==> config.mk <==
export PLATFORM = sky130hd
export DESIGN_NAME = dle_frame_deframer
export DESIGN_NICKNAME = d
export VERILOG_FILES = /design/src/rtl/core/dle_dfrm_pkg.sv /design/src/rtl/core/dle_dfrm_in_stage.sv /design/src/rtl/core/dle_dfrm_core.sv /design/src/rtl/core/dle_dfrm_out_stage.sv /design/src/rtl/core/dle_frame_deframer.sv
export SDC_FILE = /design/constraint.sdc
export NUM_CORES = 1
export LEC_CHECK = 0
export ABC_AREA = 1
export BUFFER_PORTS_ARGS = -buffer_cell sky130_fd_sc_hd__buf_2
export CAP_MARGIN = 30
export CORE_MARGIN = 2
export CORE_UTILIZATION = 50
export CTS_CLUSTER_SIZE = 8
export DETAILED_ROUTE_END_ITERATION = 12
export HOLD_SLACK_MARGIN = 0.12
export PLACE_DENSITY = 0.72
export SYNTH_ARGS = -nofsm -noshare
export SYNTH_HDL_FRONTEND = slang
export SYNTH_SLANG_ARGS = --single-unit
==> constraint.sdc <==
create_clock -name aclk -period 2.2 [get_ports aclk]
set_input_delay 0.11 -clock aclk [delete_from_list [all_inputs] [get_ports aclk]]
set_output_delay 0.11 -clock aclk [all_outputs]
set_load 0.1 [all_outputs]
==> src/rtl/core/dle_dfrm_pkg.sv <==
`timescale 1ns / 1ps
// ----------------------------------------------------------------------------
// dle_dfrm_pkg
// Shared constants and types for the DLE/STX/ETX deframer.
// ----------------------------------------------------------------------------
package dle_dfrm_pkg;

    localparam int BLOCK_BYTES = 16;
    localparam int COUNT_LIMIT = 4096;
    localparam int COUNT_W     = $clog2(COUNT_LIMIT);

    localparam int BYTE_W = 8;
    localparam int LEN_W  = 12;
    localparam int KIND_W = 2;

    localparam logic [BYTE_W-1:0] SYM_DLE = 8'h10;
    localparam logic [BYTE_W-1:0] SYM_STX = 8'h02;
    localparam logic [BYTE_W-1:0] SYM_ETX = 8'h03;

    typedef enum logic [KIND_W-1:0] {
        EV_PAYLOAD = 2'd0,
        EV_START   = 2'd1,
        EV_GOOD    = 2'd2,
        EV_BAD     = 2'd3
    } event_kind_t;

    typedef struct packed {
        event_kind_t       event_kind;
        logic [BYTE_W-1:0] payload_byte;
        logic [LEN_W-1:0]  frame_length;
    } result_t;

endpackage

==> src/rtl/core/dle_dfrm_in_stage.sv <==
`timescale 1ns / 1ps
// ----------------------------------------------------------------------------
// dle_dfrm_in_stage
// Input register: holds one received byte until the decode stage takes it.
// ----------------------------------------------------------------------------
module dle_dfrm_in_stage
    import dle_dfrm_pkg::*;
(
    input  logic              aclk,
    input  logic              aresetn,
    input  logic              s_tvalid,
    output logic              s_tready,
    input  logic [BYTE_W-1:0] s_byte,
    input  logic              take_ok,
    output logic              in_valid,
    output logic [BYTE_W-1:0] in_byte
);

    logic              valid_reg, valid_next;
    logic [BYTE_W-1:0] byte_reg;

    // held byte leaves whenever downstream can take it
    assign s_tready = !valid_reg || take_ok;

    always_comb begin
        valid_next = valid_reg;
        if (s_tvalid && s_tready) begin
            valid_next = 1'b1;
        end else if (take_ok) begin
            valid_next = 1'b0;
        end
    end

    always_ff @(posedge aclk) begin
        if (!aresetn) begin
            valid_reg <= 1'b0;
        end else begin
            valid_reg <= valid_next;
        end
    end

    always_ff @(posedge aclk) begin
        if (s_tvalid && s_tready) begin
            byte_reg <= s_byte;
        end
    end

    assign in_valid = valid_reg;
    assign in_byte  = byte_reg;

endmodule

==> src/rtl/core/dle_dfrm_core.sv <==
`timescale 1ns / 1ps
// ----------------------------------------------------------------------------
// dle_dfrm_core
// Framing state and decode: escape flag, frame flag and payload count.
// ----------------------------------------------------------------------------
module dle_dfrm_core
    import dle_dfrm_pkg::*;
(
    input  logic              aclk,
    input  logic              aresetn,
    input  logic              framing_enable,
    input  logic              take,
    input  logic [BYTE_W-1:0] rx_byte,
    output logic              res_valid,
    output result_t           res
);

    localparam logic [COUNT_W-1:0] COUNT_MAX = COUNT_W'(COUNT_LIMIT - 1);

    logic               after_escape_reg, after_escape_next;
    logic               in_frame_reg, in_frame_next;
    logic [COUNT_W-1:0] payload_count_reg, payload_count_next;
    logic [COUNT_W-1:0] count_inc;
    logic               len_ok;

    assign count_inc = (payload_count_reg == COUNT_MAX) ? '0
                                                        : payload_count_reg + COUNT_W'(1);
    assign len_ok    = (payload_count_reg % COUNT_W'(BLOCK_BYTES)) == '0;

    always_comb begin
        after_escape_next  = after_escape_reg;
        in_frame_next      = in_frame_reg;
        payload_count_next = payload_count_reg;
        res_valid          = 1'b0;
        res                = '0;
        if (take && framing_enable) begin
            if (!after_escape_reg) begin
                if (rx_byte == SYM_DLE) begin
                    after_escape_next = 1'b1;
                end else if (in_frame_reg) begin
                    payload_count_next = count_inc;
                    res_valid          = 1'b1;
                    res.event_kind     = EV_PAYLOAD;
                    res.payload_byte   = rx_byte;
                    res.frame_length   = LEN_W'(count_inc);
                end
            end else begin
                after_escape_next = 1'b0;
                priority if (rx_byte == SYM_STX) begin
                    in_frame_next      = 1'b1;
                    payload_count_next = '0;
                    res_valid          = 1'b1;
                    res.event_kind     = EV_START;
                end else if (rx_byte == SYM_ETX) begin
                    if (in_frame_reg) begin
                        in_frame_next      = 1'b0;
                        payload_count_next = '0;
                        res_valid          = 1'b1;
                        res.event_kind     = len_ok ? EV_GOOD : EV_BAD;
                        res.frame_length   = LEN_W'(payload_count_reg);
                    end
                end else if (rx_byte == SYM_DLE) begin
                    // stuffed DLE is data
                    if (in_frame_reg) begin
                        payload_count_next = count_inc;
                        res_valid          = 1'b1;
                        res.event_kind     = EV_PAYLOAD;
                        res.payload_byte   = rx_byte;
                        res.frame_length   = LEN_W'(count_inc);
                    end
                end else begin
                    // unknown escape: dropped, frame state kept
                    res_valid = 1'b0;
                end
            end
        end
    end

    always_ff @(posedge aclk) begin
        if (!aresetn) begin
            after_escape_reg  <= 1'b0;
            in_frame_reg      <= 1'b0;
            payload_count_reg <= '0;
        end else begin
            after_escape_reg  <= after_escape_next;
            in_frame_reg      <= in_frame_next;
            payload_count_reg <= payload_count_next;
        end
    end

endmodule

==> src/rtl/core/dle_dfrm_out_stage.sv <==
`timescale 1ns / 1ps
// ----------------------------------------------------------------------------
// dle_dfrm_out_stage
// Result register toward the master side.
// ----------------------------------------------------------------------------
module dle_dfrm_out_stage
    import dle_dfrm_pkg::*;
(
    input  logic    aclk,
    input  logic    aresetn,
    input  logic    load,
    input  result_t res,
    output logic    free,
    output logic    m_tvalid,
    input  logic    m_tready,
    output result_t m_res
);

    logic    valid_reg, valid_next;
    result_t res_reg;

    assign free = !valid_reg || m_tready;

    always_comb begin
        valid_next = valid_reg;
        if (load) begin
            valid_next = 1'b1;
        end else if (m_tready) begin
            valid_next = 1'b0;
        end
    end

    always_ff @(posedge aclk) begin
        if (!aresetn) begin
            valid_reg <= 1'b0;
        end else begin
            valid_reg <= valid_next;
        end
    end

    always_ff @(posedge aclk) begin
        if (load) begin
            res_reg <= res;
        end
    end

    assign m_tvalid = valid_reg;
    assign m_res    = res_reg;

endmodule

==> src/rtl/core/dle_frame_deframer.sv <==
`timescale 1ns / 1ps
// ----------------------------------------------------------------------------
// dle_frame_deframer
// Receive-side DLE/STX/ETX deframer with byte unstuffing.
// ----------------------------------------------------------------------------
// Accepted bytes go through the input register, combinational decode and result register.
// Throughput: one byte per cycle, set by the input and result registers, while the result
// register is free; bytes that produce no event still wait for it but do not load it.
// Reset (aresetn low, synchronous): no escape pending, outside any frame,
// count zero, both stages empty, framing_enable set to 1.
module dle_frame_deframer
    import dle_dfrm_pkg::*;
(
    input  logic        aclk,
    input  logic        aresetn,
    // configuration write
    input  logic        cfg_valid,
    output logic        cfg_ready,
    input  logic        cfg_data,      // framing_enable
    // received bytes
    input  logic        s_tvalid,
    output logic        s_tready,
    input  logic [7:0]  s_tdata,       // [7:0] rx_byte
    // events
    output logic        m_tvalid,
    input  logic        m_tready,
    output logic [23:0] m_tdata,       // [7:0] payload_byte, [19:8] frame_length, zero pad
    output logic [1:0]  m_tuser        // [1:0] event_kind
);

    logic              framing_enable_reg;
    logic              take_ok;
    logic              in_valid;
    logic [BYTE_W-1:0] in_byte;
    logic              take;
    logic              res_valid;
    result_t           res;
    result_t           m_res;

    assign cfg_ready = 1'b1;

    always_ff @(posedge aclk) begin
        if (!aresetn) begin
            framing_enable_reg <= 1'b1;
        end else if (cfg_valid && cfg_ready) begin
            framing_enable_reg <= cfg_data;
        end
    end

    dle_dfrm_in_stage u_in (
        .aclk     (aclk),
        .aresetn  (aresetn),
        .s_tvalid (s_tvalid),
        .s_tready (s_tready),
        .s_byte   (s_tdata),
        .take_ok  (take_ok),
        .in_valid (in_valid),
        .in_byte  (in_byte)
    );

    assign take = in_valid && take_ok;

    dle_dfrm_core u_core (
        .aclk           (aclk),
        .aresetn        (aresetn),
        .framing_enable (framing_enable_reg),
        .take           (take),
        .rx_byte        (in_byte),
        .res_valid      (res_valid),
        .res            (res)
    );

    dle_dfrm_out_stage u_out (
        .aclk     (aclk),
        .aresetn  (aresetn),
        .load     (res_valid),
        .res      (res),
        .free     (take_ok),
        .m_tvalid (m_tvalid),
        .m_tready (m_tready),
        .m_res    (m_res)
    );

    assign m_tdata = {4'b0000, m_res.frame_length, m_res.payload_byte};
    assign m_tuser = m_res.event_kind;

endmodule

==> out/summary.json <==
{
  "worstSetupEndpoint": "u_out.m_res[4]",
  "io-pin-count": 43,
  "post-synth-top-area-cell": "sky130_fd_sc_hd__edfxtp_1",
  "ys_seq_elements": 47,
  "coreArea_um2": 5042,
  "setup_total_negative_slack_ps": 0,
  "grt_first_pass_wirelength_um": 9039,
  "data_required_time_of_the_critical_path_ps": 2190,
  "yosys_most_used_dff": "sky130_fd_sc_hd__edfxtp_1",
  "clock.fmax_ghz": 0.5059,
  "design_area_um2": 3013,
  "power.ir.vdd_worst_uv": 305.2,
  "yosysMostFrequentCell": "sky130_fd_sc_hd__nand2_1",
  "worst_setup_path_start_kind": "flip-flop",
  "design.die.area_um2": 5748,
  "synth-edff-count": 30,
  "drtPass1Iterations": 5,
  "slew_viol_final": 0,
  "rsz0062_at_grt": "no",
  "netlist_area_um2": 2579,
  "clk-insertion-delay-late_ps": 300,
  "final_nets": 372,
  "syn-mean-instance-area_um2": 8.483,
  "placed_cell_area_um2": 2806,
  "max_capacitance_violation_total": 0,
  "report.final.hold_viol_count": 0,
  "ff2ff_setup_slack_ps": 220,
  "antenna_found_initial": 0,
  "routed-via-count": 2182,
  "io_buffer_count": 37,
  "critical_path_peak_fanout": 22,
  "insertedDiodeCount": 0,
  "reg2reg_from": "u_in.in_byte[3]",
  "final_min_period_over_clock_period": 0.8984,
  "min-delay-path-class": "in -> reg",
  "final_period_minus_worst_setup_slack_ps": 1976,
  "multi_input_comb_area_um2": 1150,
  "run_status": "complete, no violations",
  "tritoncts": "built",
  "max_ffs_per_register": 22,
  "sequential_area_um2": 1242,
  "cts.repair_timing.setup_buffer_count": 0,
  "leakagePower_uw": 0.001154,
  "placementRows": 26,
  "cp.arrival_ps": 1960,
  "total_power_uw": 1603,
  "synth.top_cells.by_count": "70 x sky130_fd_sc_hd__nand2_1, 30 x sky130_fd_sc_hd__edfxtp_1, 30 x sky130_fd_sc_hd__nand3_1",
  "cellPowerDensity_nw_per_um2": 532.2,
  "detail-route-antenna-nets": 0,
  "overflow": 0,
  "tightest_slew_ps": 580.7,
  "async_flop_share": 0,
  "fin_hold_ws_ps": 309.7,
  "groute.usage.overall": 0.2097,
  "synth-seq-area-share": 0.4813,
  "worst-setup-path-type": "reg -> reg",
  "htreeDepth": 2,
  "dieHeight_um": 75.82,
  "wl_per_cell_um": 12.84,
  "timing.critical_path.to_type": "flip-flop",
  "initial_utilization": 0.5114,
  "drive_gt1_frac": 0.2269,
  "numCtsBuffers": 5,
  "r2r.worst_path.cells": 8,
  "synthTopCellsByArea": "sky130_fd_sc_hd__edfxtp_1 35%, sky130_fd_sc_hd__dfxtp_1 13%, sky130_fd_sc_hd__nand2_1 10%, sky130_fd_sc_hd__nand3_1 5.8%, sky130_fd_sc_hd__a21oi_1 4.1%",
  "worst_r2r_endpoint": "u_out.m_res[4]",
  "layout-area-overhead-vs-synth_pct": 16.84,
  "synth.lib_cells_used.distinct": 37,
  "layout.filler_cells": 446,
  "post_cts_clock_slew_at_the_launch_and_capture_registers_of_the_worst_setup_and_hold_paths_ps": 90,
  "place.detailed.instances": 407,
  "cts.sinks": 47,
  "maxSlewHeadroom": 0.6105,
  "fin_cells": 427,
  "fin_skew_ps": 6.627,
  "clk_path_buf_depth": 2,
  "floorplan.die.width_um": 75.82,
  "yosysWarnings": 0,
  "grt_max_degree": 23,
  "finalWirelength_um": 5482,
  "drtIter0Drc": 153,
  "cts_root_buffer": "sky130_fd_sc_hd__clkbuf_8",
  "synth_largest_type_area_fraction": 0.3493,
  "first_global_vias": 1906,
  "dp_hpwl_um": 4030,
  "setup-violations-final": 0,
  "synthCells": 304,
  "gpl.final_weighted_congestion": 0.9095,
  "worst_setup_path_startpoint": "u_in.in_byte[3]",
  "viasPerCell": 5.110,
  "drc_errors": 0
}
==> area by class of cell <==
class                   instances  share of cell area
clock buffers                   6             0.02409
clock inverters                 2            0.004568
inverters                      29             0.03696
well taps                      70             0.02907
repair buffers                 53              0.1113
flip-flops and latches         47              0.4124
multi-input cells             220              0.3816
==> power breakdown <==
group,switching (uW),internal (uW)
Combinational,96.8,41.2
Clock,287,224
Sequential,12.3,942
Total,396,1210
==> metal layers <==
layer / share of wire / track usage
met5: 0 / 0
met1: 0.49 / 0.3107
met4: 0.013 / 0.08187
met2: 0.44 / 0.3046
met3: 0.062 / 0.03571
==> cells in the final DEF (no fill, tap or decap), types with 2 or more instances in the layout <==
cell	Yosys	final
sky130_fd_sc_hd__and2_1	2	2
sky130_fd_sc_hd__buf_2	2	37
sky130_fd_sc_hd__ha_1	2	2
sky130_fd_sc_hd__dlygate4sd3_1	0	12
sky130_fd_sc_hd__nor3b_1	6	6
sky130_fd_sc_hd__nor2_1	22	22
sky130_fd_sc_hd__nor2_2	3	3
sky130_fd_sc_hd__buf_4	5	4
sky130_fd_sc_hd__edfxtp_1	30	30
sky130_fd_sc_hd__nand4_1	5	5
sky130_fd_sc_hd__o21ai_0	13	13
sky130_fd_sc_hd__a21oi_1	21	21
sky130_fd_sc_hd__nand3_2	2	2
sky130_fd_sc_hd__nand3_1	30	30
sky130_fd_sc_hd__o22ai_1	4	4
sky130_fd_sc_hd__nor3_1	4	4
sky130_fd_sc_hd__conb_1	2	5
sky130_fd_sc_hd__dfxtp_1	17	16
sky130_fd_sc_hd__clkinv_1	2	2
sky130_fd_sc_hd__nor2_4	6	6
sky130_fd_sc_hd__nand2_1	70	70
sky130_fd_sc_hd__nand2_4	2	2
sky130_fd_sc_hd__nand2_2	9	9
sky130_fd_sc_hd__inv_1	25	25
sky130_fd_sc_hd__clkbuf_8	1	5
sky130_fd_sc_hd__a21oi_2	6	6
==> what timing repair did <==
action / CTS / global route
hold buffers: 12 / 0
endpoints found under the hold margin: 11 / 0
gates resized for setup: 0 / 0
==> how the worst min path moves through the flow <==
stage / start / end / slack (ps) / cells after the start
2_1_floorplan: s_tdata[0] / u_in.in_byte[0] / 210 / 0
3_3_place_gp: s_tdata[6] / u_in.in_byte[6] / 290 / 1
3_5_place_dp: s_tdata[2] / u_in.in_byte[2] / 290 / 1
4_1_cts: aresetn / u_core.payload_count_reg[0] / 330 / 3
5_1_grt: aresetn / u_core.payload_count_reg[0] / 340 / 3
6_report: aresetn / u_core.payload_count_reg[0] / 310 / 3
==> through the flow <==
step | util | setup slack (ps)
after floorplan | - | 29.08
after global placement | 0.5566 | 364.7
after detailed placement | 0.5566 | 273.3
after CTS | 0.5975 | 244.9
after global routing | 0.5975 | 153.7
final | 0.5975 | 223.5
==> worst max-delay path, stage by stage, from the launching register on <==
cell	delay, ps
sky130_fd_sc_hd__edfxtp_1	440
sky130_fd_sc_hd__nor2_4	200
sky130_fd_sc_hd__nand2_2	110
sky130_fd_sc_hd__nor2_4	120
sky130_fd_sc_hd__nor2_1	90
sky130_fd_sc_hd__a21oi_2	170
sky130_fd_sc_hd__o21ai_0	170
sky130_fd_sc_hd__inv_1	90
sky130_fd_sc_hd__buf_4	270
==> logic make-up after synthesis <==
| family | Yosys count | share of synthesized area |
|---|---|---|
| adders and majority gates | 2 | 0.009702 |
| DFF | 47 | 0.4813 |
| other | 2 | 0.002912 |
| AOI/OAI and AO/OA | 46 | 0.1014 |
| xor gates and xnor gates | 1 | 0.003397 |
| buffers and inverters | 40 | 0.07715 |
| and+or+nand+nor | 166 | 0.3241 |
Note: power is estimated with default switching activity, not from simulation.
